--- config.mk ---
export PLATFORM = sky130hd
export DESIGN_NAME = gfe_div
export DESIGN_NICKNAME = d
export VERILOG_FILES = /design/src/gfe_pkg.sv /design/src/gfe_div.sv
export SDC_FILE = /design/constraint.sdc
export NUM_CORES = 1
export LEC_CHECK = 0
export BUFFER_PORTS_ARGS = -buffer_cell sky130_fd_sc_hd__buf_2
export CAP_MARGIN = 10
export CORE_UTILIZATION = 35
export DETAILED_ROUTE_END_ITERATION = 10
export PLACE_DENSITY = 0.62
export SLEW_MARGIN = 20
export SYNTH_ARGS = -nofsm -noshare
export SYNTH_HDL_FRONTEND = slang
export SYNTH_SLANG_ARGS = --single-unit
export TNS_END_PERCENT = 100
--- constraint.sdc ---
create_clock -name clock -period 9.34 [get_ports clock]
set_input_delay 0.934 -clock clock [delete_from_list [all_inputs] [get_ports clock]]
set_output_delay 0.934 -clock clock [all_outputs]
set_load 0.01 [all_outputs]
--- src/gfe_pkg.sv ---
package gfe_pkg;

   localparam int CELL_W       = 11;
   localparam int MAX_CELLS    = 1024;
   localparam int IDX_W        = 32;
   localparam int DIV_STEPS    = 4;
   localparam int DIV_STAGES   = IDX_W / DIV_STEPS;
   localparam int DELAY_STAGES = 3;
   localparam int INNER_W      = 21;

   typedef logic [1:0] axis_type;

   typedef enum logic [1:0] {
      REG_DIMENSIONS,
      REG_CELLS_AXIS0,
      REG_CELLS_AXIS1,
      REG_CELLS_AXIS2
   } csr_reg_type;

   typedef struct packed {
      logic              three;
      logic [CELL_W-1:0] n0;
      logic [CELL_W-1:0] n1;
      logic [CELL_W-1:0] n2;
      logic [IDX_W-1:0]  cut0;
      logic [IDX_W-1:0]  cut1;
      logic [IDX_W-1:0]  total;
      logic [IDX_W-1:0]  base1;
      logic [IDX_W-1:0]  base2;
   } cfg_type;

   typedef struct packed {
      logic              err;
      axis_type          nrm;
      logic [CELL_W-1:0] pos_a;
   } side_type;

   // cyclic successor of an axis, over two or three axes
   function automatic axis_type axis_next(axis_type a, logic three);
      axis_type r;
      if (!three) begin
         r = (a == 2'd0) ? 2'd1 : 2'd0;
      end else if (a == 2'd2) begin
         r = 2'd0;
      end else begin
         r = a + 2'd1;
      end
      return r;
   endfunction

   function automatic logic [CELL_W-1:0] cell_count(cfg_type c, axis_type a);
      logic [CELL_W-1:0] r;
      case (a)
         2'd0:    r = c.n0;
         2'd1:    r = c.n1;
         default: r = c.n2;
      endcase
      return r;
   endfunction

endpackage

--- src/gfe_div.sv ---
module gfe_div import gfe_pkg::*; (
   input  logic              clock,
   input  logic              reset,
   input  logic              in_valid,
   output logic              in_ready,
   input  logic [IDX_W-1:0]  in_dividend,
   input  logic [CELL_W-1:0] in_divisor,
   input  side_type          in_side,
   output logic              out_valid,
   input  logic              out_ready,
   output logic [IDX_W-1:0]  out_quotient,
   output logic [CELL_W-1:0] out_remainder,
   output side_type          out_side
);

   // restoring divider, DIV_STEPS quotient bits per stage;
   // work holds unconsumed dividend bits on top, quotient bits shift in below
   logic [DIV_STAGES-1:0] vld_ff;
   logic [IDX_W-1:0]      work_ff [DIV_STAGES];
   logic [CELL_W-1:0]     rem_ff  [DIV_STAGES];
   logic [CELL_W-1:0]     dsr_ff  [DIV_STAGES];
   side_type              side_ff [DIV_STAGES];
   logic [DIV_STAGES:0]   rdy;

   assign rdy[DIV_STAGES] = out_ready;
   assign in_ready        = rdy[0];

   for (genvar g = 0; g < DIV_STAGES; g++) begin : g_stage
      logic              src_vld;
      logic [IDX_W-1:0]  src_work;
      logic [CELL_W-1:0] src_rem;
      logic [CELL_W-1:0] src_dsr;
      side_type          src_side;
      logic [IDX_W-1:0]  work_in;
      logic [CELL_W-1:0] rem_in;

      if (g == 0) begin : g_first
         assign src_vld  = in_valid;
         assign src_work = in_dividend;
         assign src_rem  = '0;
         assign src_dsr  = in_divisor;
         assign src_side = in_side;
      end else begin : g_next
         assign src_vld  = vld_ff[g-1];
         assign src_work = work_ff[g-1];
         assign src_rem  = rem_ff[g-1];
         assign src_dsr  = dsr_ff[g-1];
         assign src_side = side_ff[g-1];
      end

      assign rdy[g] = !vld_ff[g] || rdy[g+1];

      always_comb begin
         logic [IDX_W-1:0]  w;
         logic [CELL_W-1:0] r;
         logic [CELL_W:0]   t;
         w = src_work;
         r = src_rem;
         for (int s = 0; s < DIV_STEPS; s++) begin
            t = {r, w[IDX_W-1]};
            w = {w[IDX_W-2:0], 1'b0};
            if (t >= {1'b0, src_dsr}) begin
               t    = t - {1'b0, src_dsr};
               w[0] = 1'b1;
            end
            r = t[CELL_W-1:0];
         end
         work_in = w;
         rem_in  = r;
      end

      always_ff @(posedge clock) begin
         if (reset) begin
            vld_ff[g] <= 1'b0;
         end else if (rdy[g]) begin
            vld_ff[g] <= src_vld;
         end
      end

      always_ff @(posedge clock) begin
         if (rdy[g] && src_vld) begin
            work_ff[g] <= work_in;
            rem_ff[g]  <= rem_in;
            dsr_ff[g]  <= src_dsr;
            side_ff[g] <= src_side;
         end
      end
   end

   assign out_valid     = vld_ff[DIV_STAGES-1];
   assign out_quotient  = work_ff[DIV_STAGES-1];
   assign out_remainder = rem_ff[DIV_STAGES-1];
   assign out_side      = side_ff[DIV_STAGES-1];

   a_rem_below_divisor: assert property (@(posedge clock) disable iff (reset)
      out_valid && dsr_ff[DIV_STAGES-1] != '0 |-> out_remainder < dsr_ff[DIV_STAGES-1])
      else $error("remainder not below divisor");

endmodule

Word level (Yosys, flattened, before mapping). Memory sizes are Yosys's and may differ from the RTL's. Index checks and enable logic that the tools add are counted. Widths: inputs -> output; s select.

Bitwise gates (word level): 0. Shift operators: 0. Multiply operators: 0. Eq/ne operators: 0. Add/subtract/negate cells: 32. Mux-type cells: 80. Magnitude comparators: 32. Divide/modulo/power cells: 0. Reductions and logical operators: 24.

Operators with widths (number): $ge 12x11->1 (31); $mux 11 (32); $sub 11x11->11 (31); $mux 1 (48); $ge 1x11->1 (1); $sub 1x11->11 (1); $logic_and 1x1->1 (8); $logic_not 1->1 (8); $logic_or 1x1->1 (8).

Memories kept: 4. Word-level logic and storage cells: 180. RAM bits: 544. Output and inout bits: 59. ROM bits: 0. Flip-flop bits (word level): 8. Input bits: 61. Bits in latches: 0.

Memory list: work_ff (words 8, width 32, rd ports 8, clocked after Yosys merged registers in 0, write ports 8, line gfe_div.sv:19) `logic [IDX_W-1:0] work_ff [DIV_STAGES];`; side_ff (words 8, width 14, rd ports 8, clocked after Yosys merged registers in 0, write ports 8, line gfe_div.sv:22) `side_type side_ff [DIV_STAGES];`; dsr_ff (words 8, width 11, rd ports 7, clocked after Yosys merged registers in 0, write ports 8, line gfe_div.sv:21) `logic [CELL_W-1:0] dsr_ff [DIV_STAGES];`; rem_ff (words 8, width 11, rd ports 8, clocked after Yosys merged registers in 0, write ports 8, line gfe_div.sv:20) `logic [CELL_W-1:0] rem_ff [DIV_STAGES];`.

Longest topological paths before layout.
Word-level depth: 12. Depth in mapped cells: 44. Mapped depth without buffers: 39.

Least setup slack after synthesis. No wires, ideal clock.

Kind: register -> register. Start: memory dsr_ff[0][0]. End: memory rem_ff[1][8], in the netlist rem_ff[0][19] (data pin). Path slack: 0.364 ns. Required time: 9.079 ns. Period minus slack after synthesis: 8.976 ns. Data arrival time: 8.715 ns. Setup time: 0.261 ns. Buffers on the path: 4. Stages on the path, launching flop included: 41. Path through: edfxtp_1 > ha_1 > fa_1 > nor2b_1 > o31a_1 > o21ai_1 > a22oi_1 > buf_2 > buf_1 > a21oi_1 > fa_1 > a211o_1 > a21oi_1 > o21ai_0 > a31oi_1 > o21ai_0 > nor2_2 > mux2i_1 > [5 not listed] > a21o_1 > a211o_1 > nor4_1 > or2_2 > clkbuf_2 > buf_4 > mux2i_1 > ha_1 > nor2b_1 > o21ai_0 > nand2b_1 > a311o_1 > a21oi_1 > o21ai_0 > nor3_2 > or2_2 > inv_2 > a221o_1.

RTL lines (line): start, declared (gfe_div.sv:21); end, declared (gfe_div.sv:20).

==> metrics.md <==
| Metric | Value |
|---|---|
| Status | `finished, final reports clean` |
| DRT Pass-1 Iters | `5` |
| Count of final hold-check violations | `0` |
| Crit start category | `flip-flop` |
| Library cells used by synthesis | `98` |
| Root buf cell | `clkbuf_16` |
| Post-route setup slack | `0.307 ns` |
| Slew headroom | `36.1%` |
| Crit Path Class | `reg -> reg` |
| Crit-path slowest cell | `edfxtp_1` |
| Rows | `117` |
| CORE AREA | `0.102 mm2` |
| Cell taking the most area after synthesis | `edfxtp_1` |
| Antenna violations before repair | `4` |
| Post-synthesis sequential area ratio | `44.8%` |
| Routed WL | `92900 um` |
| Layout Skew | `0.0302 ns` |
| Synth area leaders | `edfxtp_1 (44%), ha_1 (12%), mux2_2 (4.1%), xnor2_1 (3.1%), inv_1 (2.7%)` |
| Die height | `323 um` |
| Die Wd | `323 um` |
| Worst skew pair latency | `0.63 ns` |
| Grt total ovfl | `0` |
| Via count | `26800` |
| DP Area | `0.0397 mm2` |
| Buffers added on ports | `119` |
| Count of pins over their slew limit | `0` |
| Post-Syn Instances | `3326` |
| Final min period | `9.03 ns` |
| WL/cell | `18.2 um` |
| Vias in the first global route | `25400` |
| Synthesized area | `0.0361 mm2` |
| Clk buf depth | `3` |
| DRT iter0 DRCs | `1904` |
| Slowest cell delay on critical path | `0.48 ns` |
| Worst-margin pin slew | `0.958 ns` |
| I/O pin count | `120` |
| P&R area growth vs syn | `16.8%` |
| Max FO, Critical Path | `11` |
| Reg clk slew, reported paths | `0.06 ns` |
| # DRC | `0` |
| Post-synthesis register bit count | `541` |
| Layout cells sized above 1 | `18.2%` |
| Pin count of the biggest net entering global routing | `60` |
| Asr flop ratio synth | `0%` |
| Tcrit/Tclk final | `96.7%` |
| CTS buffer count | `66` |
| Final Cell Area | `0.0421 mm2` |
| Placer congestion estimate | `0.958` |
| Synthesized area per cell | `10.8 um2` |
| Top FF cell, synth | `edfxtp_1` |
| Ys Warns | `0` |
| Final HPWL DP | `71500 um` |
| Initial Util | `35.4%` |
| MaxCap Viol Count | `0` |
| Clock sinks | `541` |
| Start point of the worst hold path | `work_ff[0][43]` |
| DP Worst Slack | `-0.221 ns` |
| NumNets Final | `4112` |
| ANT nets after route | `0` |
| Most frequent cells in the layout | `edfxtp_1 (533), ha_1 (343), inv_1 (258), nor2_1 (237), buf_4 (208)` |
| CP Capture Type | `flip-flop` |
| Number of synthesized flops with an enable pin | `533` |
| Share of the synthesized area in the top cell type | `44.4%` |
| CP arrival | `9.40 ns` |
| Syn_nets | `3761` |
| GRT Total Usage | `17.6%` |
| Hold WC Path Type | `reg -> reg` |
| H-tree Lvls | `3` |
| DIE AREA | `0.104 mm2` |
| First-pass GRT wire length | `143000 um` |
| TritonCTS clock tree | `done` |
| Crit path from | `dsr_ff[3][0]` |
| WP data required | `9.71 ns` |
| DR vias/cell | `5.25` |
| Final-report setup violation count | `0` |
| TNS Setup | `0 ns` |
| Most frequent standard cell in the layout excluding fill and tap cells | `edfxtp_1` |
| Worst r2r src | `dsr_ff[3][0]` |
| Antenna Cells | `0` |
| Max Freq | `0.111 GHz` |
| Hold_buf cts | `0` |
[layer usage]
| metal | global-route usage, % | part of all wire [%] | up-vias |
|---|---|---|---|
| li1 | - | - | 13200 |
| met5 | 0 | 0.025 | - |
| met4 | 6.10 | 2.9 | 4 |
| met3 | 2.38 | 5.0 | 144 |
| met2 | 28.2 | 45 | 700 |
| met1 | 24.1 | 47 | 12700 |
[final cells by class]
class / instances / area (um2)
Fill cell: 9864 / 59800
Multi-Input combinational cell: 2471 / 18900
Sequential cell: 541 / 16200
Timing Repair Buffer: 328 / 2180
Clock buffer: 77 / 1710
Tap cell: 1368 / 1710
Inverter: 269 / 1020
Clock inverter: 41 / 397
[synthesized netlist by cell type (25+ instances only)]
cell type and n:
nor2b_1 80, xor2_1 70, o21a_1 56, nand2_1 186
a211oi_1 31, mux2_2 132, nor2_1 238, inv_1 261
nand2b_1 41, xnor2_1 127, a21o_1 65, nand3_1 45
fa_1 31, a21boi_0 31, nor3_1 85, nor4_1 25
ha_1 343, o31ai_1 27, edfxtp_1 533, nand4_1 58
a31oi_1 27, o21ai_0 193, a21oi_1 195, mux2i_1 51
[kinds of logic (layout without fill, tap and decap cells)]
logic type	count (synthesis)	count (layout)	share of synthesized area (%)
mux	192	193	5.89
xor+xnor	197	197	4.79
flops	541	541	44.8
simple gates	882	882	12.2
compound gates	825	825	15.2
fa+ha+maj	374	374	13.6
buf+inv	315	715	3.49
[what timing repair did]
item	CTS	global route
setup buffers	0	11
cloned	0	1
pin swaps	0	8
setup endpoints to repair	29	84
gates resized for setup	6	57
[worst max-delay path: cells and delay by family (launching register included)]
| family | cells | cell delay (ns) |
|---|---|---|
| buffers and inverters | 7 | 0.87 |
| multiplexers | 5 | 1.56 |
| adder cells (fa/ha/maj) | 5 | 1.72 |
| AND/OR/NAND/NOR | 5 | 1.04 |
| AO/OA/AOI/OAI | 14 | 3.08 |
| flip-flops | 1 | 0.48 |
[registers in the layout, indices dropped and copies added (netlist names)]
register	cells
dsr_ff	77
out_valid	1
work_ff	256
side_ff	112
rem_ff	88
g_stage.src_vld	7
[worst paths after layout]
path	endpoint	slack, ns	cells after the start
hold / removal	work_ff[0][79]	0.40	0
setup reg to reg	rem_ff[1][3]	0.31	36
hold reg to reg	work_ff[0][79]	0.40	0
setup / recovery	rem_ff[1][3]	0.31	36
[metrics by stage]
| stage | utilization, % | std cells | hold slack [ns] |
|---|---|---|---|
| floorplan | - | 3326 | 0.400 |
| global placement | 39.0 | 4965 | 0.400 |
| detailed placement | 39.0 | 4965 | 0.405 |
| CTS | 41.0 | 5083 | 0.399 |
| global route | 41.3 | 5095 | 0.403 |
| finish | 41.3 | 5095 | 0.399 |
Power is not shown: default switching activity piles up to over one toggle a cycle in this logic, so the estimate is an artifact.
