[config.mk]
export PLATFORM = sky130hd
export DESIGN_NAME = gfe_cfg
export DESIGN_NICKNAME = d
export VERILOG_FILES = /design/src/gfe_pkg.sv /design/src/gfe_cfg.sv
export SDC_FILE = /design/constraint.sdc
export NUM_CORES = 2
export LEC_CHECK = 0
export ABC_CLOCK_PERIOD_IN_PS = 25000
export BUFFER_PORTS_ARGS = -buffer_cell sky130_fd_sc_hd__buf_2
export CAP_MARGIN = 10
export CORE_MARGIN = 4
export CORE_UTILIZATION = 35
export CTS_CLUSTER_DIAMETER = 200
export CTS_CLUSTER_SIZE = 12
export DETAILED_ROUTE_END_ITERATION = 10
export PLACE_DENSITY_LB_ADDON = 0.2
export SLEW_MARGIN = 20
export SYNTH_ARGS = -nofsm -noshare
export SYNTH_HDL_FRONTEND = slang
export SYNTH_SLANG_ARGS = --single-unit
[constraint.sdc]
create_clock -name clock -period 25 [get_ports clock]
set_input_delay 3.75 -clock clock [delete_from_list [all_inputs] [get_ports clock]]
set_output_delay 3.75 -clock clock [all_outputs]
set_load 0.005 [all_outputs]
[src/gfe_pkg.sv]
package gfe_pkg;

   localparam int CELL_W       = 11;
   localparam int MAX_CELLS    = 1024;
   localparam int IDX_W        = 32;
   localparam int DIV_STEPS    = 4;
   localparam int DIV_STAGES   = IDX_W / DIV_STEPS;
   localparam int DELAY_STAGES = 3;
   localparam int INNER_W      = 21;

   typedef logic [1:0] axis_type;

   typedef enum logic [1:0] {
      REG_DIMENSIONS,
      REG_CELLS_AXIS0,
      REG_CELLS_AXIS1,
      REG_CELLS_AXIS2
   } csr_reg_type;

   typedef struct packed {
      logic              three;
      logic [CELL_W-1:0] n0;
      logic [CELL_W-1:0] n1;
      logic [CELL_W-1:0] n2;
      logic [IDX_W-1:0]  cut0;
      logic [IDX_W-1:0]  cut1;
      logic [IDX_W-1:0]  total;
      logic [IDX_W-1:0]  base1;
      logic [IDX_W-1:0]  base2;
   } cfg_type;

   typedef struct packed {
      logic              err;
      axis_type          nrm;
      logic [CELL_W-1:0] pos_a;
   } side_type;

   // cyclic successor of an axis, over two or three axes
   function automatic axis_type axis_next(axis_type a, logic three);
      axis_type r;
      if (!three) begin
         r = (a == 2'd0) ? 2'd1 : 2'd0;
      end else if (a == 2'd2) begin
         r = 2'd0;
      end else begin
         r = a + 2'd1;
      end
      return r;
   endfunction

   function automatic logic [CELL_W-1:0] cell_count(cfg_type c, axis_type a);
      logic [CELL_W-1:0] r;
      case (a)
         2'd0:    r = c.n0;
         2'd1:    r = c.n1;
         default: r = c.n2;
      endcase
      return r;
   endfunction

endpackage

[src/gfe_cfg.sv]
module gfe_cfg import gfe_pkg::*; (
   input  logic              clock,
   input  logic              reset,
   input  logic              csr_we,
   input  logic [1:0]        csr_index,
   input  logic [CELL_W-1:0] csr_wdata,
   output cfg_type           cfg
);

   logic [1:0]        dims_ff;
   logic [CELL_W-1:0] c0_ff, c1_ff, c2_ff;
   logic [CELL_W-1:0] n0, n1, n2;
   logic              three;
   logic [IDX_W-1:0]  w0, w1, w2, v0, v1, v2;

   // derived products, three register levels deep
   logic [IDX_W-1:0] p01_ff, p02_ff, p12_ff, q01_ff, q02_ff, q12_ff, l2d_ff;
   logic [IDX_W-1:0] f0_ff, f1_ff, f2_ff, l0_ff, l1_ff;
   logic [IDX_W-1:0] cut0_ff, cut1_ff, total_ff, base1_ff, base2_ff;
   logic [IDX_W-1:0] cut0_in, cut1_in, total_in, base1_in, base2_in;

   function automatic logic [CELL_W-1:0] clamp_cells(logic [CELL_W-1:0] v);
      logic [CELL_W-1:0] r;
      if (v == '0) begin
         r = CELL_W'(1);
      end else if (v > CELL_W'(MAX_CELLS)) begin
         r = CELL_W'(MAX_CELLS);
      end else begin
         r = v;
      end
      return r;
   endfunction

   always_ff @(posedge clock) begin
      if (reset) begin
         dims_ff <= 2'd3;
         c0_ff   <= CELL_W'(1);
         c1_ff   <= CELL_W'(1);
         c2_ff   <= CELL_W'(1);
      end else if (csr_we) begin
         unique case (csr_reg_type'(csr_index))
            REG_DIMENSIONS:  dims_ff <= csr_wdata[1:0];
            REG_CELLS_AXIS0: c0_ff   <= csr_wdata;
            REG_CELLS_AXIS1: c1_ff   <= csr_wdata;
            REG_CELLS_AXIS2: c2_ff   <= csr_wdata;
            default: ;
         endcase
      end
   end

   assign n0    = clamp_cells(c0_ff);
   assign n1    = clamp_cells(c1_ff);
   assign n2    = clamp_cells(c2_ff);
   assign three = (dims_ff != 2'd2);
   assign w0    = IDX_W'(n0);
   assign w1    = IDX_W'(n1);
   assign w2    = IDX_W'(n2);
   assign v0    = w0 + IDX_W'(1);
   assign v1    = w1 + IDX_W'(1);
   assign v2    = w2 + IDX_W'(1);

   always_comb begin
      if (three) begin
         cut0_in  = f0_ff;
         cut1_in  = f0_ff + f1_ff;
         total_in = f0_ff + f1_ff + f2_ff;
         base1_in = l0_ff;
         base2_in = l0_ff + l1_ff;
      end else begin
         cut0_in  = p01_ff;
         cut1_in  = p01_ff + p01_ff;
         total_in = p01_ff + p01_ff;
         base1_in = l2d_ff;
         base2_in = l2d_ff;
      end
   end

   always_ff @(posedge clock) begin
      p01_ff   <= w0 * w1;
      p02_ff   <= w0 * w2;
      p12_ff   <= w1 * w2;
      q01_ff   <= v0 * v1;
      q02_ff   <= v0 * v2;
      q12_ff   <= v1 * v2;
      l2d_ff   <= w0 * v1;
      f0_ff    <= v0 * p12_ff;
      f1_ff    <= v1 * p02_ff;
      f2_ff    <= v2 * p01_ff;
      l0_ff    <= w0 * q12_ff;
      l1_ff    <= w1 * q02_ff;
      cut0_ff  <= cut0_in;
      cut1_ff  <= cut1_in;
      total_ff <= total_in;
      base1_ff <= base1_in;
      base2_ff <= base2_in;
   end

   always_comb begin
      cfg.three = three;
      cfg.n0    = n0;
      cfg.n1    = n1;
      cfg.n2    = n2;
      cfg.cut0  = cut0_ff;
      cfg.cut1  = cut1_ff;
      cfg.total = total_ff;
      cfg.base1 = base1_ff;
      cfg.base2 = base2_ff;
   end

endmodule

---- Word level (Yosys, flattened, before mapping) ----
Index checks and enable logic that the tools add are counted.
word-level totals
  flip-flop bits (word level) ............. 492
  output and inout port bits .............. 194
  logic and storage cells ................. 64
cells by class
  add/sub/neg operators ................... 7
  multiply operators ...................... 11
  $lt $le $gt $ge ......................... 3
  equal/unequal tests ..................... 4
  mux-type cells .......................... 11
  reduce and logical (&&, ||, !) cells .... 8
operators with widths
  operator                                                count
  2-to-1 mux 32 bit                                       5
  adder 32 bit                                            3
  multiplier 12 x 22 -> 32 bit                            3
  multiplier 11 x 11 -> 22 bit                            3
  2-to-1 mux 11 bit                                       6
  multiplier 11 x 24 -> 32 bit                            2
  multiplier 12 x 12 -> 24 bit                            2
  adder 11 x 1 -> 12 bit (second input constant)          3
  greater-than comparator 11 bit (second input constant)  3
  logical NOT 11 bit                                      3
  adder 22 x 22 -> 23 bit                                 1
  multiplier 11 x 12 -> 23 bit                            1
  AND reduction 2 bit                                     4
  equality test 2 bit (second input constant)             2
  equality test 2 x 1 -> 1 bit (second input constant)    1
  logical NOT 2 bit                                       1
  != test 2 bit (second input constant)                   1

---- Logic depth before layout (Yosys ltp) ----
  word-level depth ........................ 5
  depth in mapped cells ................... 33
  gate-level depth less buffers ........... 31

---- Worst setup path before layout ----
Ideal clock, no wire load.
  kind .................................... reg2reg
  start ................................... register c1_ff[4]
  end ..................................... register f1_ff[29]
  arrival ................................. 8086 ps
  data required time ...................... 24928 ps
  path slack .............................. 16842 ps
  cell stages (with the launch flop) ...... 31
  clock period less this slack ............ 8158 ps
  path through ............................ dfxtp_1 > or4_4 > nor3_1 > nor2_1 > or2_2 > clkinv_1 > clkbuf_1 > ha_1 > nand3_1 > nor3_1 > xnor2_1 > clkbuf_1 > nand2_1 > fa_1 > inv_1 > fa_1 > fa_1 > fa_1 > inv_1 > fa_1 > inv_1 > ha_1 > or2_2 > a2111oi_0 > o21ai_0 > a21oi_1 > a211oi_1 > or3_1 > a31o_2 > a21oi_1 > xnor2_1
RTL lines
  item                    line           source
  from (decl)             gfe_cfg.sv:11  logic [CELL_W-1:0] c0_ff, c1_ff, c2_ff;
  from (signal assigned)  gfe_cfg.sv:44  REG_CELLS_AXIS1: c1_ff <= csr_wdata;
  to (signal assigned)    gfe_cfg.sv:87  f1_ff <= v1 * p02_ff;
  to (decl)               gfe_cfg.sv:18  logic [IDX_W-1:0] f0_ff, f1_ff, f2_ff, l0_ff, l1_ff;

---- Worst setup path in the final report ----
  start ................................... register c1_ff[6]
  end ..................................... register f1_ff[29]
on the way
  cells in the longest elaborated chain, start to end .. 5
  elaborated cells between the ends (all ways) .. 6
  classes of those cells .................. add/sub: 1; mul: 1; order compare: 1; mux: 2; reduce/logical: 1
ends and longest elaborated chain
  item                            line           source
  greater-than comparator 11 bit  gfe_cfg.sv:26  end else if (v > CELL_W'(MAX_CELLS)) begin
  2-to-1 mux 11 bit               gfe_cfg.sv:26
  2-to-1 mux 11 bit *             gfe_cfg.sv:24  if (v == '0) begin
  adder 11 x 1 -> 12 bit *        gfe_cfg.sv:59  assign v1 = w1 + IDX_W'(1);
  multiplier 12 x 22 -> 32 bit *  gfe_cfg.sv:87
Every way passes the cells marked *; elsewhere a longest branch is shown, timed or not.
A chain may end at the register's enable or synchronous reset.

==> results.sh <==
export IMPL_outcome="complete, no violations"
export IMPL_clk_path_buf_depth=3
export IMPL_final_area_mm2=0.08586
export IMPL_grt_pass1_wl_mm=379.9
export IMPL_max_slew_margin=0.1898
export IMPL_hold_depth=2
export IMPL_avgSynthCellArea_um2=8.684
export IMPL_wire_per_inst_um=19.24
export IMPL_fp_dieH_um=486.5
export IMPL_max_cap_viol_count=0
export IMPL_path_clk_slew_ps=80
export IMPL_crit_fanout=41
export IMPL_syn_area_mm2=0.08014
export IMPL_drc=0
export IMPL_row_count=175
export IMPL_ys_ff_latch=492
export IMPL_layout_common_cells="inv_1, nand2_1, fa_1"
export IMPL_antenna_found_initial=14
export IMPL_ioPinCount=210
export IMPL_vias_per_cell=4.859
export IMPL_drive_above_1_share=0.04619
export IMPL_async_flop_share=0
export IMPL_crit_path_end_kind="flop"
export IMPL_gp_congestion=0.8675
export IMPL_synth_edf_count=0
export IMPL_hold_viol_final=0
export IMPL_synth_largest_area_cell="fa_1"
export IMPL_synth_area_leaders="fa_1, dfxtp_1, ha_1"
export IMPL_post_cts_resized=0
export IMPL_cts_buffers=46
export IMPL_max_stage_delay_ps=720
export IMPL_placed_area_mm2=0.08465
export IMPL_min_to="base1_ff[3]"
export IMPL_vias=59680
export IMPL_nets=11570
export IMPL_syn_inst=9228
export IMPL_drt_total_wl_mm=236.2
export IMPL_cts_tree="yes"
export IMPL_worst_pin_slew_ps=1207
export IMPL_clkLatencyLatePin_ps=680
export IMPL_synth_seq_area_share=0.1229
export IMPL_yosys_warnings=0
export IMPL_reg2reg_from="c1_ff[6]"
export IMPL_ant_nets=0
export IMPL_io_buffer_count=209
export IMPL_critPathTopFamily="adder cells"
export IMPL_setup_viol=0
export IMPL_start_kind="flop"
export IMPL_cp_common_cell="fa_1"
export IMPL_p_leak_nw=42.06
export IMPL_fin_cells=12280
export IMPL_area_growth_pct=7.138
export IMPL_dominantRegCellSynth="dfxtp_1"
export IMPL_ff2ff_setup_slack_ps=15280
export IMPL_first_pass_iters=6
export IMPL_grt_max_degree=73
export IMPL_layout_commonest_cell="inv_1"
export IMPL_power_density_mw_per_mm2=42.61
export IMPL_grt_pass1_vias=65350
export IMPL_crit_type="flop to flop"
export IMPL_die_width_um=486.5
export IMPL_min_period_over_period=0.3890
export IMPL_root_buffer="clkbuf_16"
export IMPL_post_cts_buffers=0
export IMPL_first_iter_violations=3076
export IMPL_worstReg2RegEnd="f1_ff[29]"
export IMPL_cts_sinks=492
export IMPL_fillers=23340
export IMPL_worstPathRequired_ps=25560
export IMPL_grt_overflow_total=0
export IMPL_initial_core_util=0.3523
export IMPL_synth_top_cell_area_share=0.3795
export IMPL_synth_cell_types=82
export IMPL_rsz0062_at_grt="false"
export IMPL_post_place_cells=12230
export IMPL_grt_use_total=0.2039
export IMPL_clock_skew_ps=74.26
export IMPL_die_area_mm2=0.2367
export IMPL_crit_slowest_cell="o41ai_4"
export IMPL_critical_path_buf_inv_count=6
export IMPL_hp_start="l2d_ff[3]"
export IMPL_max_vdd_ir_drop_uv=59.01
export IMPL_cp_arrival_ps=10280
export IMPL_clock_fmax_mhz=102.8
export IMPL_report_final_slew_viol_count=0
export IMPL_hp_class="flop to flop"
export IMPL_htree_levels=2
export IMPL_setup_tns_ps=0
export IMPL_core_area_mm2=0.2275
export IMPL_period_needed_ps=9725
export IMPL_cts_hold_buf=0
export IMPL_r2r_cells=29
export IMPL_dp_hpwl_mm=187.5
layout make-up:
cell class                      instances  area [um2]  share of cell area
Tap cell                             3009        3765             0.04385
Clock inverter                          3       33.78           0.0003935
Antenna cell                            6       15.01           0.0001749
Inverter                             1871        7025             0.08183
Timing Repair Buffer                  296        1699             0.01979
Multi-Input combinational cell       6558       62320              0.7258
Sequential cell                       492        9852              0.1147
Clock buffer                           46        1151             0.01341
sequential cells by signal, summed over array words and instances, names as in the netlist, 24 cells and up:
signal and cells:
base1_ff 32, base2_ff 32, cut0_ff 32, cut1_ff 32, f0_ff 32, f1_ff 32, f2_ff 32, l0_ff 32
l1_ff 32, total_ff 32, q02_ff 24, q12_ff 24
per-stage QoR:
stage	total power, mW	setup WS (ps)	util	hold slack, ps
finish	3.658	15280	0.3774	451.8
global route	3.967	14570	0.3774	479.0
CTS	3.705	15310	0.3773	448.4
detailed placement	2.987	15350	0.3721	433.2
global placement	2.991	15510	0.3721	425.7
floorplan	2.356	16840	-	405.1
tightest hold or removal path: stages, from the launching register on:
cell and delay, ps:
dfxtp_1 310, nand2_1 60, nand2_1 50
cells by family (layout without fill, tap and decap cells):
group | Yosys count | after routing | share of synthesized area
buf+inv | 2293 | 2216 | 0.1077
fa+ha+maj | 2287 | 2287 | 0.4994
compound gates | 818 | 818 | 0.06608
other cells | 2 | 123 | 0.00009371
simple gates | 2979 | 2979 | 0.1642
mux | 15 | 15 | 0.001889
flops | 492 | 492 | 0.1229
xor+xnor | 342 | 342 | 0.03774
where the power goes:
group          internal [mW]  switching (mW)
registers              0.988           0.207
logic                  0.724            1.06
clock network          0.326           0.354
cell usage after synthesis (all sizes together) (28+ instances only):
cell type	n
a211oi	28
a21o	101
a21oi	241
and2	438
and3	45
buf	33
clkbuf	389
dfxtp	492
fa	1519
ha	768
inv	1860
nand2	1723
nand2b	54
nand3	65
nor2	423
nor2b	57
nor3	72
o21a	44
o21ai	167
o21bai	42
or3	30
xnor2	265
xor2	76
per-layer routing:
| metal | global-route usage | part of all wire | routed length (um) | vias to the layer above |
|---|---|---|---|---|
| met2 | 0.3526 | 0.48 | 114200 | 1438 |
| li1 | - | - | - | 27700 |
| met4 | 0.06079 | 0.032 | 7467 | 2 |
| met3 | 0.02551 | 0.048 | 11320 | 303 |
| met1 | 0.2670 | 0.44 | 103300 | 30230 |
| met5 | 0 | 0.000068 | 16 | - |
worst max-delay path by stage:
stage / from / cells past startpoint / end
global placement: c1_ff[6] / 29 / f1_ff[29]
global route: c1_ff[6] / 29 / f1_ff[29]
detailed placement: c1_ff[6] / 29 / f1_ff[29]
floorplan: c1_ff[4] / 30 / f1_ff[29]
CTS: c1_ff[6] / 29 / f1_ff[29]
finish: c1_ff[6] / 29 / f1_ff[29]
(Power assumes the default switching activity.)
