--- config.mk ---
export PLATFORM = sky130hd
export DESIGN_NAME = gfe_edge
export DESIGN_NICKNAME = d
export VERILOG_FILES = /design/src/gfe_pkg.sv /design/src/gfe_edge.sv
export SDC_FILE = /design/constraint.sdc
export NUM_CORES = 2
export LEC_CHECK = 0
export BUFFER_PORTS_ARGS = -buffer_cell sky130_fd_sc_hd__buf_2
export CELL_PAD_IN_SITES_DETAIL_PLACEMENT = 1
export CELL_PAD_IN_SITES_GLOBAL_PLACEMENT = 2
export CORE_UTILIZATION = 37
export CTS_CLUSTER_DIAMETER = 200
export DETAILED_ROUTE_END_ITERATION = 10
export GPL_ROUTABILITY_DRIVEN = 0
export PLACE_DENSITY_LB_ADDON = 0.1
export SETUP_SLACK_MARGIN = 0.02
export SKIP_LAST_GASP = 1
export SYNTH_ARGS = -nofsm -noshare
export SYNTH_HDL_FRONTEND = slang
export SYNTH_SLANG_ARGS = --single-unit
--- constraint.sdc ---
create_clock -name clock -period 16.5 [get_ports clock]
set_input_delay 0.825 -clock clock [delete_from_list [all_inputs] [get_ports clock]]
set_output_delay 0.825 -clock clock [all_outputs]
set_load 0.01 [all_outputs]
--- src/gfe_pkg.sv ---
package gfe_pkg;

   localparam int CELL_W       = 11;
   localparam int MAX_CELLS    = 1024;
   localparam int IDX_W        = 32;
   localparam int DIV_STEPS    = 4;
   localparam int DIV_STAGES   = IDX_W / DIV_STEPS;
   localparam int DELAY_STAGES = 3;
   localparam int INNER_W      = 21;

   typedef logic [1:0] axis_type;

   typedef enum logic [1:0] {
      REG_DIMENSIONS,
      REG_CELLS_AXIS0,
      REG_CELLS_AXIS1,
      REG_CELLS_AXIS2
   } csr_reg_type;

   typedef struct packed {
      logic              three;
      logic [CELL_W-1:0] n0;
      logic [CELL_W-1:0] n1;
      logic [CELL_W-1:0] n2;
      logic [IDX_W-1:0]  cut0;
      logic [IDX_W-1:0]  cut1;
      logic [IDX_W-1:0]  total;
      logic [IDX_W-1:0]  base1;
      logic [IDX_W-1:0]  base2;
   } cfg_type;

   typedef struct packed {
      logic              err;
      axis_type          nrm;
      logic [CELL_W-1:0] pos_a;
   } side_type;

   // cyclic successor of an axis, over two or three axes
   function automatic axis_type axis_next(axis_type a, logic three);
      axis_type r;
      if (!three) begin
         r = (a == 2'd0) ? 2'd1 : 2'd0;
      end else if (a == 2'd2) begin
         r = 2'd0;
      end else begin
         r = a + 2'd1;
      end
      return r;
   endfunction

   function automatic logic [CELL_W-1:0] cell_count(cfg_type c, axis_type a);
      logic [CELL_W-1:0] r;
      case (a)
         2'd0:    r = c.n0;
         2'd1:    r = c.n1;
         default: r = c.n2;
      endcase
      return r;
   endfunction

endpackage

--- src/gfe_edge.sv ---
module gfe_edge import gfe_pkg::*; (
   input  logic              clock,
   input  logic              reset,
   input  cfg_type           cfg,
   input  logic              in_valid,
   output logic              in_ready,
   input  logic [IDX_W-1:0]  in_quotient,
   input  logic [CELL_W-1:0] in_remainder,
   input  side_type          in_side,
   output logic              rsp_valid,
   input  logic              rsp_ready,
   output logic [IDX_W-1:0]  rsp_edge_first,
   output logic [IDX_W-1:0]  rsp_edge_second,
   output logic [IDX_W-1:0]  rsp_edge_third,
   output logic [IDX_W-1:0]  rsp_edge_fourth,
   output logic              rsp_index_error
);

   // stage 1: positions and inner mixed-radix terms
   logic               v1_ff, e1_ff;
   axis_type           m_ff  [2], m_in  [2];
   logic [CELL_W-1:0]  pm_ff [2], pm_in [2];
   logic [INNER_W-1:0] ia_ff [2], ia_in [2];
   logic [INNER_W-1:0] ib_ff [2], ib_in [2];
   // stage 2: scaled offsets and base sums
   logic               v2_ff, e2_ff;
   logic [IDX_W-1:0]   sum_ff [2], sum_in [2];
   logic [IDX_W-1:0]   oa_ff  [2], oa_in  [2];
   logic [IDX_W-1:0]   ob_ff  [2], ob_in  [2];
   // stage 3: result register
   logic               v3_ff, e3_ff;
   logic [IDX_W-1:0]   ed_ff [4], ed_in [4];
   logic               rdy1, rdy2, rdy3;

   assign rdy3     = !v3_ff || rsp_ready;
   assign rdy2     = !v2_ff || rdy3;
   assign rdy1     = !v1_ff || rdy2;
   assign in_ready = rdy1;

   always_comb begin
      logic [CELL_W-1:0] p [3];
      axis_type          nrm, u, w;
      logic [IDX_W-1:0]  pu, pwa, pwb, nu1, su;
      nrm  = in_side.nrm;
      p[0] = '0;
      p[1] = '0;
      p[2] = '0;
      if (cfg.three) begin
         p[nrm]                                = in_side.pos_a;
         p[axis_next(nrm, 1'b1)]               = in_remainder;
         p[axis_next(axis_next(nrm, 1'b1), 1'b1)] = in_quotient[CELL_W-1:0];
         case (nrm)
            2'd0:    begin m_in[0] = 2'd1; m_in[1] = 2'd2; end
            2'd1:    begin m_in[0] = 2'd0; m_in[1] = 2'd2; end
            default: begin m_in[0] = 2'd0; m_in[1] = 2'd1; end
         endcase
      end else begin
         p[nrm]                  = in_side.pos_a;
         p[axis_next(nrm, 1'b0)] = in_remainder;
         m_in[0] = 2'd0;
         m_in[1] = 2'd1;
      end
      for (int s = 0; s < 2; s++) begin
         u   = axis_next(m_in[s], cfg.three);
         w   = axis_next(u, cfg.three);
         pu  = IDX_W'(p[u]);
         nu1 = IDX_W'(cell_count(cfg, u)) + IDX_W'(1);
         if (cfg.three) begin
            // the line steps along every axis but the face normal
            pwa = IDX_W'(p[w]);
            pwb = IDX_W'(p[w]) + IDX_W'(w != nrm);
            su  = IDX_W'(u != nrm);
         end else begin
            pwa = '0;
            pwb = '0;
            su  = IDX_W'(1);
         end
         pm_in[s] = p[m_in[s]];
         ia_in[s] = INNER_W'(pu + nu1 * pwa);
         ib_in[s] = INNER_W'(pu + su + nu1 * pwb);
      end
   end

   always_comb begin
      logic [IDX_W-1:0] nm, base;
      for (int s = 0; s < 2; s++) begin
         nm = IDX_W'(cell_count(cfg, m_ff[s]));
         case (m_ff[s])
            2'd0:    base = '0;
            2'd1:    base = cfg.base1;
            default: base = cfg.base2;
         endcase
         sum_in[s] = base + IDX_W'(pm_ff[s]);
         oa_in[s]  = nm * IDX_W'(ia_ff[s]);
         ob_in[s]  = nm * IDX_W'(ib_ff[s]);
      end
   end

   always_comb begin
      for (int s = 0; s < 2; s++) begin
         ed_in[2*s]   = e2_ff ? '0 : sum_ff[s] + oa_ff[s];
         ed_in[2*s+1] = e2_ff ? '0 : sum_ff[s] + ob_ff[s];
      end
   end

   always_ff @(posedge clock) begin
      if (reset) begin
         v1_ff <= 1'b0;
         v2_ff <= 1'b0;
         v3_ff <= 1'b0;
      end else begin
         if (rdy1) v1_ff <= in_valid;
         if (rdy2) v2_ff <= v1_ff;
         if (rdy3) v3_ff <= v2_ff;
      end
   end

   always_ff @(posedge clock) begin
      if (rdy1 && in_valid) begin
         e1_ff <= in_side.err;
         m_ff  <= m_in;
         pm_ff <= pm_in;
         ia_ff <= ia_in;
         ib_ff <= ib_in;
      end
      if (rdy2 && v1_ff) begin
         e2_ff  <= e1_ff;
         sum_ff <= sum_in;
         oa_ff  <= oa_in;
         ob_ff  <= ob_in;
      end
      if (rdy3 && v2_ff) begin
         e3_ff <= e2_ff;
         ed_ff <= ed_in;
      end
   end

   assign rsp_valid       = v3_ff;
   assign rsp_index_error = e3_ff;
   assign rsp_edge_first  = ed_ff[0];
   assign rsp_edge_second = ed_ff[1];
   assign rsp_edge_third  = ed_ff[2];
   assign rsp_edge_fourth = ed_ff[3];

   a_error_zeroes: assert property (@(posedge clock) disable iff (reset)
      rsp_valid && rsp_index_error |->
         rsp_edge_first == '0 && rsp_edge_second == '0 &&
         rsp_edge_third == '0 && rsp_edge_fourth == '0)
      else $error("error result carries edge indices");

   a_pair_distinct: assert property (@(posedge clock) disable iff (reset)
      rsp_valid && !rsp_index_error |->
         rsp_edge_first != rsp_edge_second && rsp_edge_third != rsp_edge_fourth)
      else $error("parallel lines of a face coincide");

endmodule

-- Word level (Yosys, flattened, before mapping)
Index checks and enable logic that the tools add are counted.
- flip-flop bits (word level): 436
- input bits: 255
- output and inout port bits: 131
- add/sub/neg operators: 22
- multiply operators: 8
- $lt $le $gt $ge: 14
- eq/ne operators: 15
- muxes and demuxes: 62
- bitwise gates (word level): 11
- reductions and logical operators: 20
- operators with widths (cell ; count):
    $mux W11 ; 18
    $bmux W11 S2 ; 6
    $add A32 B32 Y32 ; 4
    $mul A11 B21 Y32 ; 4
    $pmux W32 S2 ; 2
    $bwmux W33 ; 3
    $demux W11 S2 ; 4
    $pmux W11 S2 ; 4
    $add A32 B11 Y32 ; 2
    $add A11 B1 Y12 ; 4
    $add A11 B21 Y21 ; 2
    $add A21 B21 Y21 ; 2
    $mul A12 B11 Y21 ; 2
    $mul A12 B12 Y21 ; 2
    $and A33 B33 Y33 ; 1
    $mux W33 ; 1
    $ge A3 B3 Y1 const B ; 10
    $not A2 Y3 ; 10
    $mux W2 ; 13
    $add A11 B1 Y12 const B ; 2
    $mux W12 ; 2
    $logic_not A2 Y1 ; 7
    $add A2 B1 Y2 const B ; 6
    $eq A2 B2 Y1 const B ; 6
    9 further kinds ; 35

-- Logic depth before layout (Yosys ltp)
- depth after elaboration: 20
- depth in mapped cells: 34
- depth with buffers taken out: 30

-- Worst setup path after synthesis
OpenSTA, ideal clock, no wires.
- kind: input -> register
- start point: input rsp_ready
- end point: register e2_ff (enable)
- arrival time: 14.822 ns
- required time: 15.459 ns
- setup slack: 0.636 ns
- cell stages on the path: 2
- path buffers: 0
- cell sequence: nor2b_1 > a21boi_0
- word-level cells in the longest chain between the ends: 3
- RTL lines (what ; line ; text):
    start: declaration ; gfe_edge.sv:11 ; input logic rsp_ready,
    $logic_or A1 B1 Y1 ; gfe_edge.sv:35 ; assign rdy3 = !v3_ff || rsp_ready;
    $logic_or A1 B1 Y1 ; gfe_edge.sv:36 ; assign rdy2 = !v2_ff || rdy3;
    $logic_and A1 B1 Y1 ; gfe_edge.sv:126 ; if (rdy2 && v1_ff) begin
    end signal: assignment ; gfe_edge.sv:127 ; e2_ff <= e1_ff;
    end: declaration ; gfe_edge.sv:26 ; logic v2_ff, e2_ff;
No other way between the ends.
A chain may end at the register's enable or synchronous reset.

==> flow_summary.yaml <==
worst_setup_path:
  worstSetupPathType: "in -> reg"
  critPathLaunchType: "primary input"
  r2r_end: "ob_ff[62]$_DFFE_PP_"
  r2r_start: "m_ff[2]$_DFFE_PP_"
  cp_slowest_cell: "clkinv_1"
  critical_path_arrival_ns: 10.01
  r2r_slack_ns: 8.60
  crit_top_cell: "fa_1"
  cpPeakStageDelay_ns: 0.62
  critPathMaxFanout: 38
  worstSetupStartpoint: "in_side[12]"
  crit_required_ns: 16.95
  setup.worst_path.end: "ia_ff[41]$_DFFE_PP_"
  cp-end-kind: "flop"
  r2r_cells: 24
detailed_routing:
  drc_errors: 0
  antenna_left: 0
  vias_per_cell: 5.28
  wl_per_cell_um: 23.3
  num_vias: 54500
  drtIter0Drc: 2809
  first_pass_iters: 5
  wl_um: 241000
logic_synthesis:
  synth-edff-count: 432
  synthMuxAreaShare: 0.0103
  avgSynthCellArea_sq_um: 9.25
  synth-simple-area-share: 0.164
  synth_top_area_frac: 0.310
  ys_types: 94
  synth_ff_type: "edfxtp_1"
  synth_compound_area_frac: 0.0904
  syn_inst: 7695
  synthXorXnorAreaFrac: 0.0462
  netlist_area_sq_um: 71200
  yosysTopAreaCell: "fa_1"
  ys_seq_area_frac: 0.183
  ys_warn_count: 0
  synth-seq-cells: 435
  syn_nets: 9704
  ys_async_sr_fraction: 0
  synth_top_family_by_area: "adder cells"
  netlist_top_cells_area: "fa_1 31%, edfxtp_1 18%, ha_1 11%"
  synthAdderAreaFrac: 0.425
clock_network:
  ctsResizeCount: 0
  cts_max_level: 2
  cts_buffers: 51
  cts_setup_buffers: 0
  cts-root-buf: "clkbuf_16"
  clock-sinks: 435
  cts_hold_buf: 0
  clk_latency_ns: 0.69
  clock_path_buffers: 3
  clk_pin_slew_ns: 0.06
  cts_tree: "done"
floorplan:
  initial_utilization: 0.373
  dieArea_sq_um: 194000
  die_x_um: 441
  rows: 160
  boundaryPins: 386
  dieHeight_um: 441
  core-area_sq_um: 191000
sta:
  hold_viol_final: 0
  fin_ws_ns: 6.94
  grt_setup_unrepaired: "no"
  tns_ns: 0
  finClkSkew_ns: 0.0491
  min_period_ns: 9.56
  worst-slew-pin-transition_ns: 1.29
  slew_headroom: 0.133
  drv_slew: 0
  clock.fmax_mhz: 105
  fin_crit_sh: 0.579
  finalSetupViolCount: 0
global_routing:
  grt-ovfl-total: 0
  antenna_found_initial: 43
  grt_pass1_wl_um: 365000
  grt_usage: 0.249
  grt_start_max_net_pins: 85
  grt_pass1_vias: 58600
cells_and_area:
  layout_common_cells: "1,183 x inv_1, 1,102 x fa_1, 1,089 x nand2_1, 652 x ha_1, 566 x nor2_1"
  nNetsFinal: 9770
  layout_commonest_cell: "inv_1"
  area_delta_synth_final_pct: 8.20
  fillers: 22000
  drive_above_1_share: 0.0692
place:
  place_ws_ns: 6.35
  hpwl_um: 195000
  numPortBuffers: 268
run:
  cap_violations: 0
min_path:
  hp-class: "in -> reg"
status:
  status: "finished clean"
how the worst min path moves through the flow:
stage                               start              end  slack, ns  cells past startpoint
after floorplan           e1_ff$_DFFE_PP_  e2_ff$_DFFE_PP_       0.40                      0
after global placement    e1_ff$_DFFE_PP_  e2_ff$_DFFE_PP_       0.41                      0
after detailed placement  e1_ff$_DFFE_PP_  e2_ff$_DFFE_PP_       0.41                      0
after CTS                     in_side[13]  e1_ff$_DFFE_PP_       0.28                      1
after global routing          in_side[13]  e1_ff$_DFFE_PP_       0.32                      1
final                         in_side[13]  e1_ff$_DFFE_PP_       0.35                      1
metrics by stage:
step                cell area (sq um)  utilization  cells  hold slack, ns
global route                    77000        0.404  10300           0.320
finish                          77000        0.404  10300           0.348
CTS                             77000        0.404  10300           0.284
detailed placement              75300        0.395  10200           0.414
global placement                75300        0.395  10200           0.407
floorplan                       71200            -   7695           0.400
area by class of cell:
type / instances / area (sq um) / share of cell area
clock inverter: 39 / 423 / 0.00549
clock buffer: 57 / 1300 / 0.0169
timing repair buffer: 360 / 2030 / 0.0264
multi-input combinational: 5727 / 52600 / 0.683
antenna: 11 / 27.5 / 0.000357
inverter: 1186 / 4450 / 0.0578
tap: 2511 / 3140 / 0.0408
sequential: 435 / 13000 / 0.169
sequential cells by signal, indices dropped and copies added, names as in the netlist:
signal           count
e2_ff                1
sum_ff              64
ia_ff               42
pm_ff               22
rsp_edge_fourth     32
v1_ff                1
rsp_valid            1
rsp_edge_second     32
ib_ff               42
v2_ff                1
oa_ff               64
rsp_edge_first      32
rsp_index_error      1
e1_ff                1
m_ff                 3
ob_ff               64
rsp_edge_third      32
logic make-up (layout without fill, tap and decap cells):
kind of cell	Yosys count	after routing
other	0	11
xor gates and xnor gates	374	374
muxes	70	70
buffers and inverters	1533	1642
and+or+nand+nor	2548	2548
DFF	435	435
adders and majority gates	1754	1754
AOI/OAI and AO/OA	981	981
per-layer routing:
| layer | wire length [um] | vias up | GRT usage |
|---|---|---|---|
| met4 | 6900 | 2 | 0.0733 |
| met1 | 115000 | 28300 | 0.354 |
| met5 | 11 | - | 0 |
| li1 | - | 24800 | - |
| met2 | 110000 | 1101 | 0.404 |
| met3 | 8450 | 244 | 0.0181 |
critical path: cells and delay by family:
| family | cells | cell delay, ns |
|---|---|---|
| buffers and inverters | 9 | 2.19 |
| AND/OR/NAND/NOR | 4 | 0.94 |
| XOR/XNOR | 2 | 0.45 |
| AO/OA/AOI/OAI | 9 | 2.00 |
| adder cells (fa/ha/maj) | 7 | 3.33 |
| multiplexers | 1 | 0.18 |
synth_stat cells (8+ instances only):
cell type	n
a21oi_1	242
nor2b_1	69
nand4_1	23
xnor2_1	239
o31ai_1	18
a22oi_1	48
o21a_1	59
and4_1	8
o21bai_1	32
mux2_2	22
and3_1	65
or3_1	27
nor2_1	566
nand2b_1	60
and2_1	375
a22o_1	14
mux2i_1	47
a21o_1	95
o21ai_0	187
o21ai_1	11
o22ai_1	27
xor2_1	134
a41oi_1	8
ha_1	652
o2111ai_1	8
clkbuf_1	313
buf_1	27
edfxtp_1	432
or4_1	8
nor3_1	75
nand2_1	1089
or2_2	29
o211ai_1	24
nand3_1	99
nor4_1	17
a31oi_1	53
a21boi_0	17
fa_1	1102
nor3b_1	11
nand3b_1	9
inv_1	1183
a211oi_1	30
Power is not shown: default switching activity piles up to over one toggle a cycle in this logic, so the estimate is an artifact.
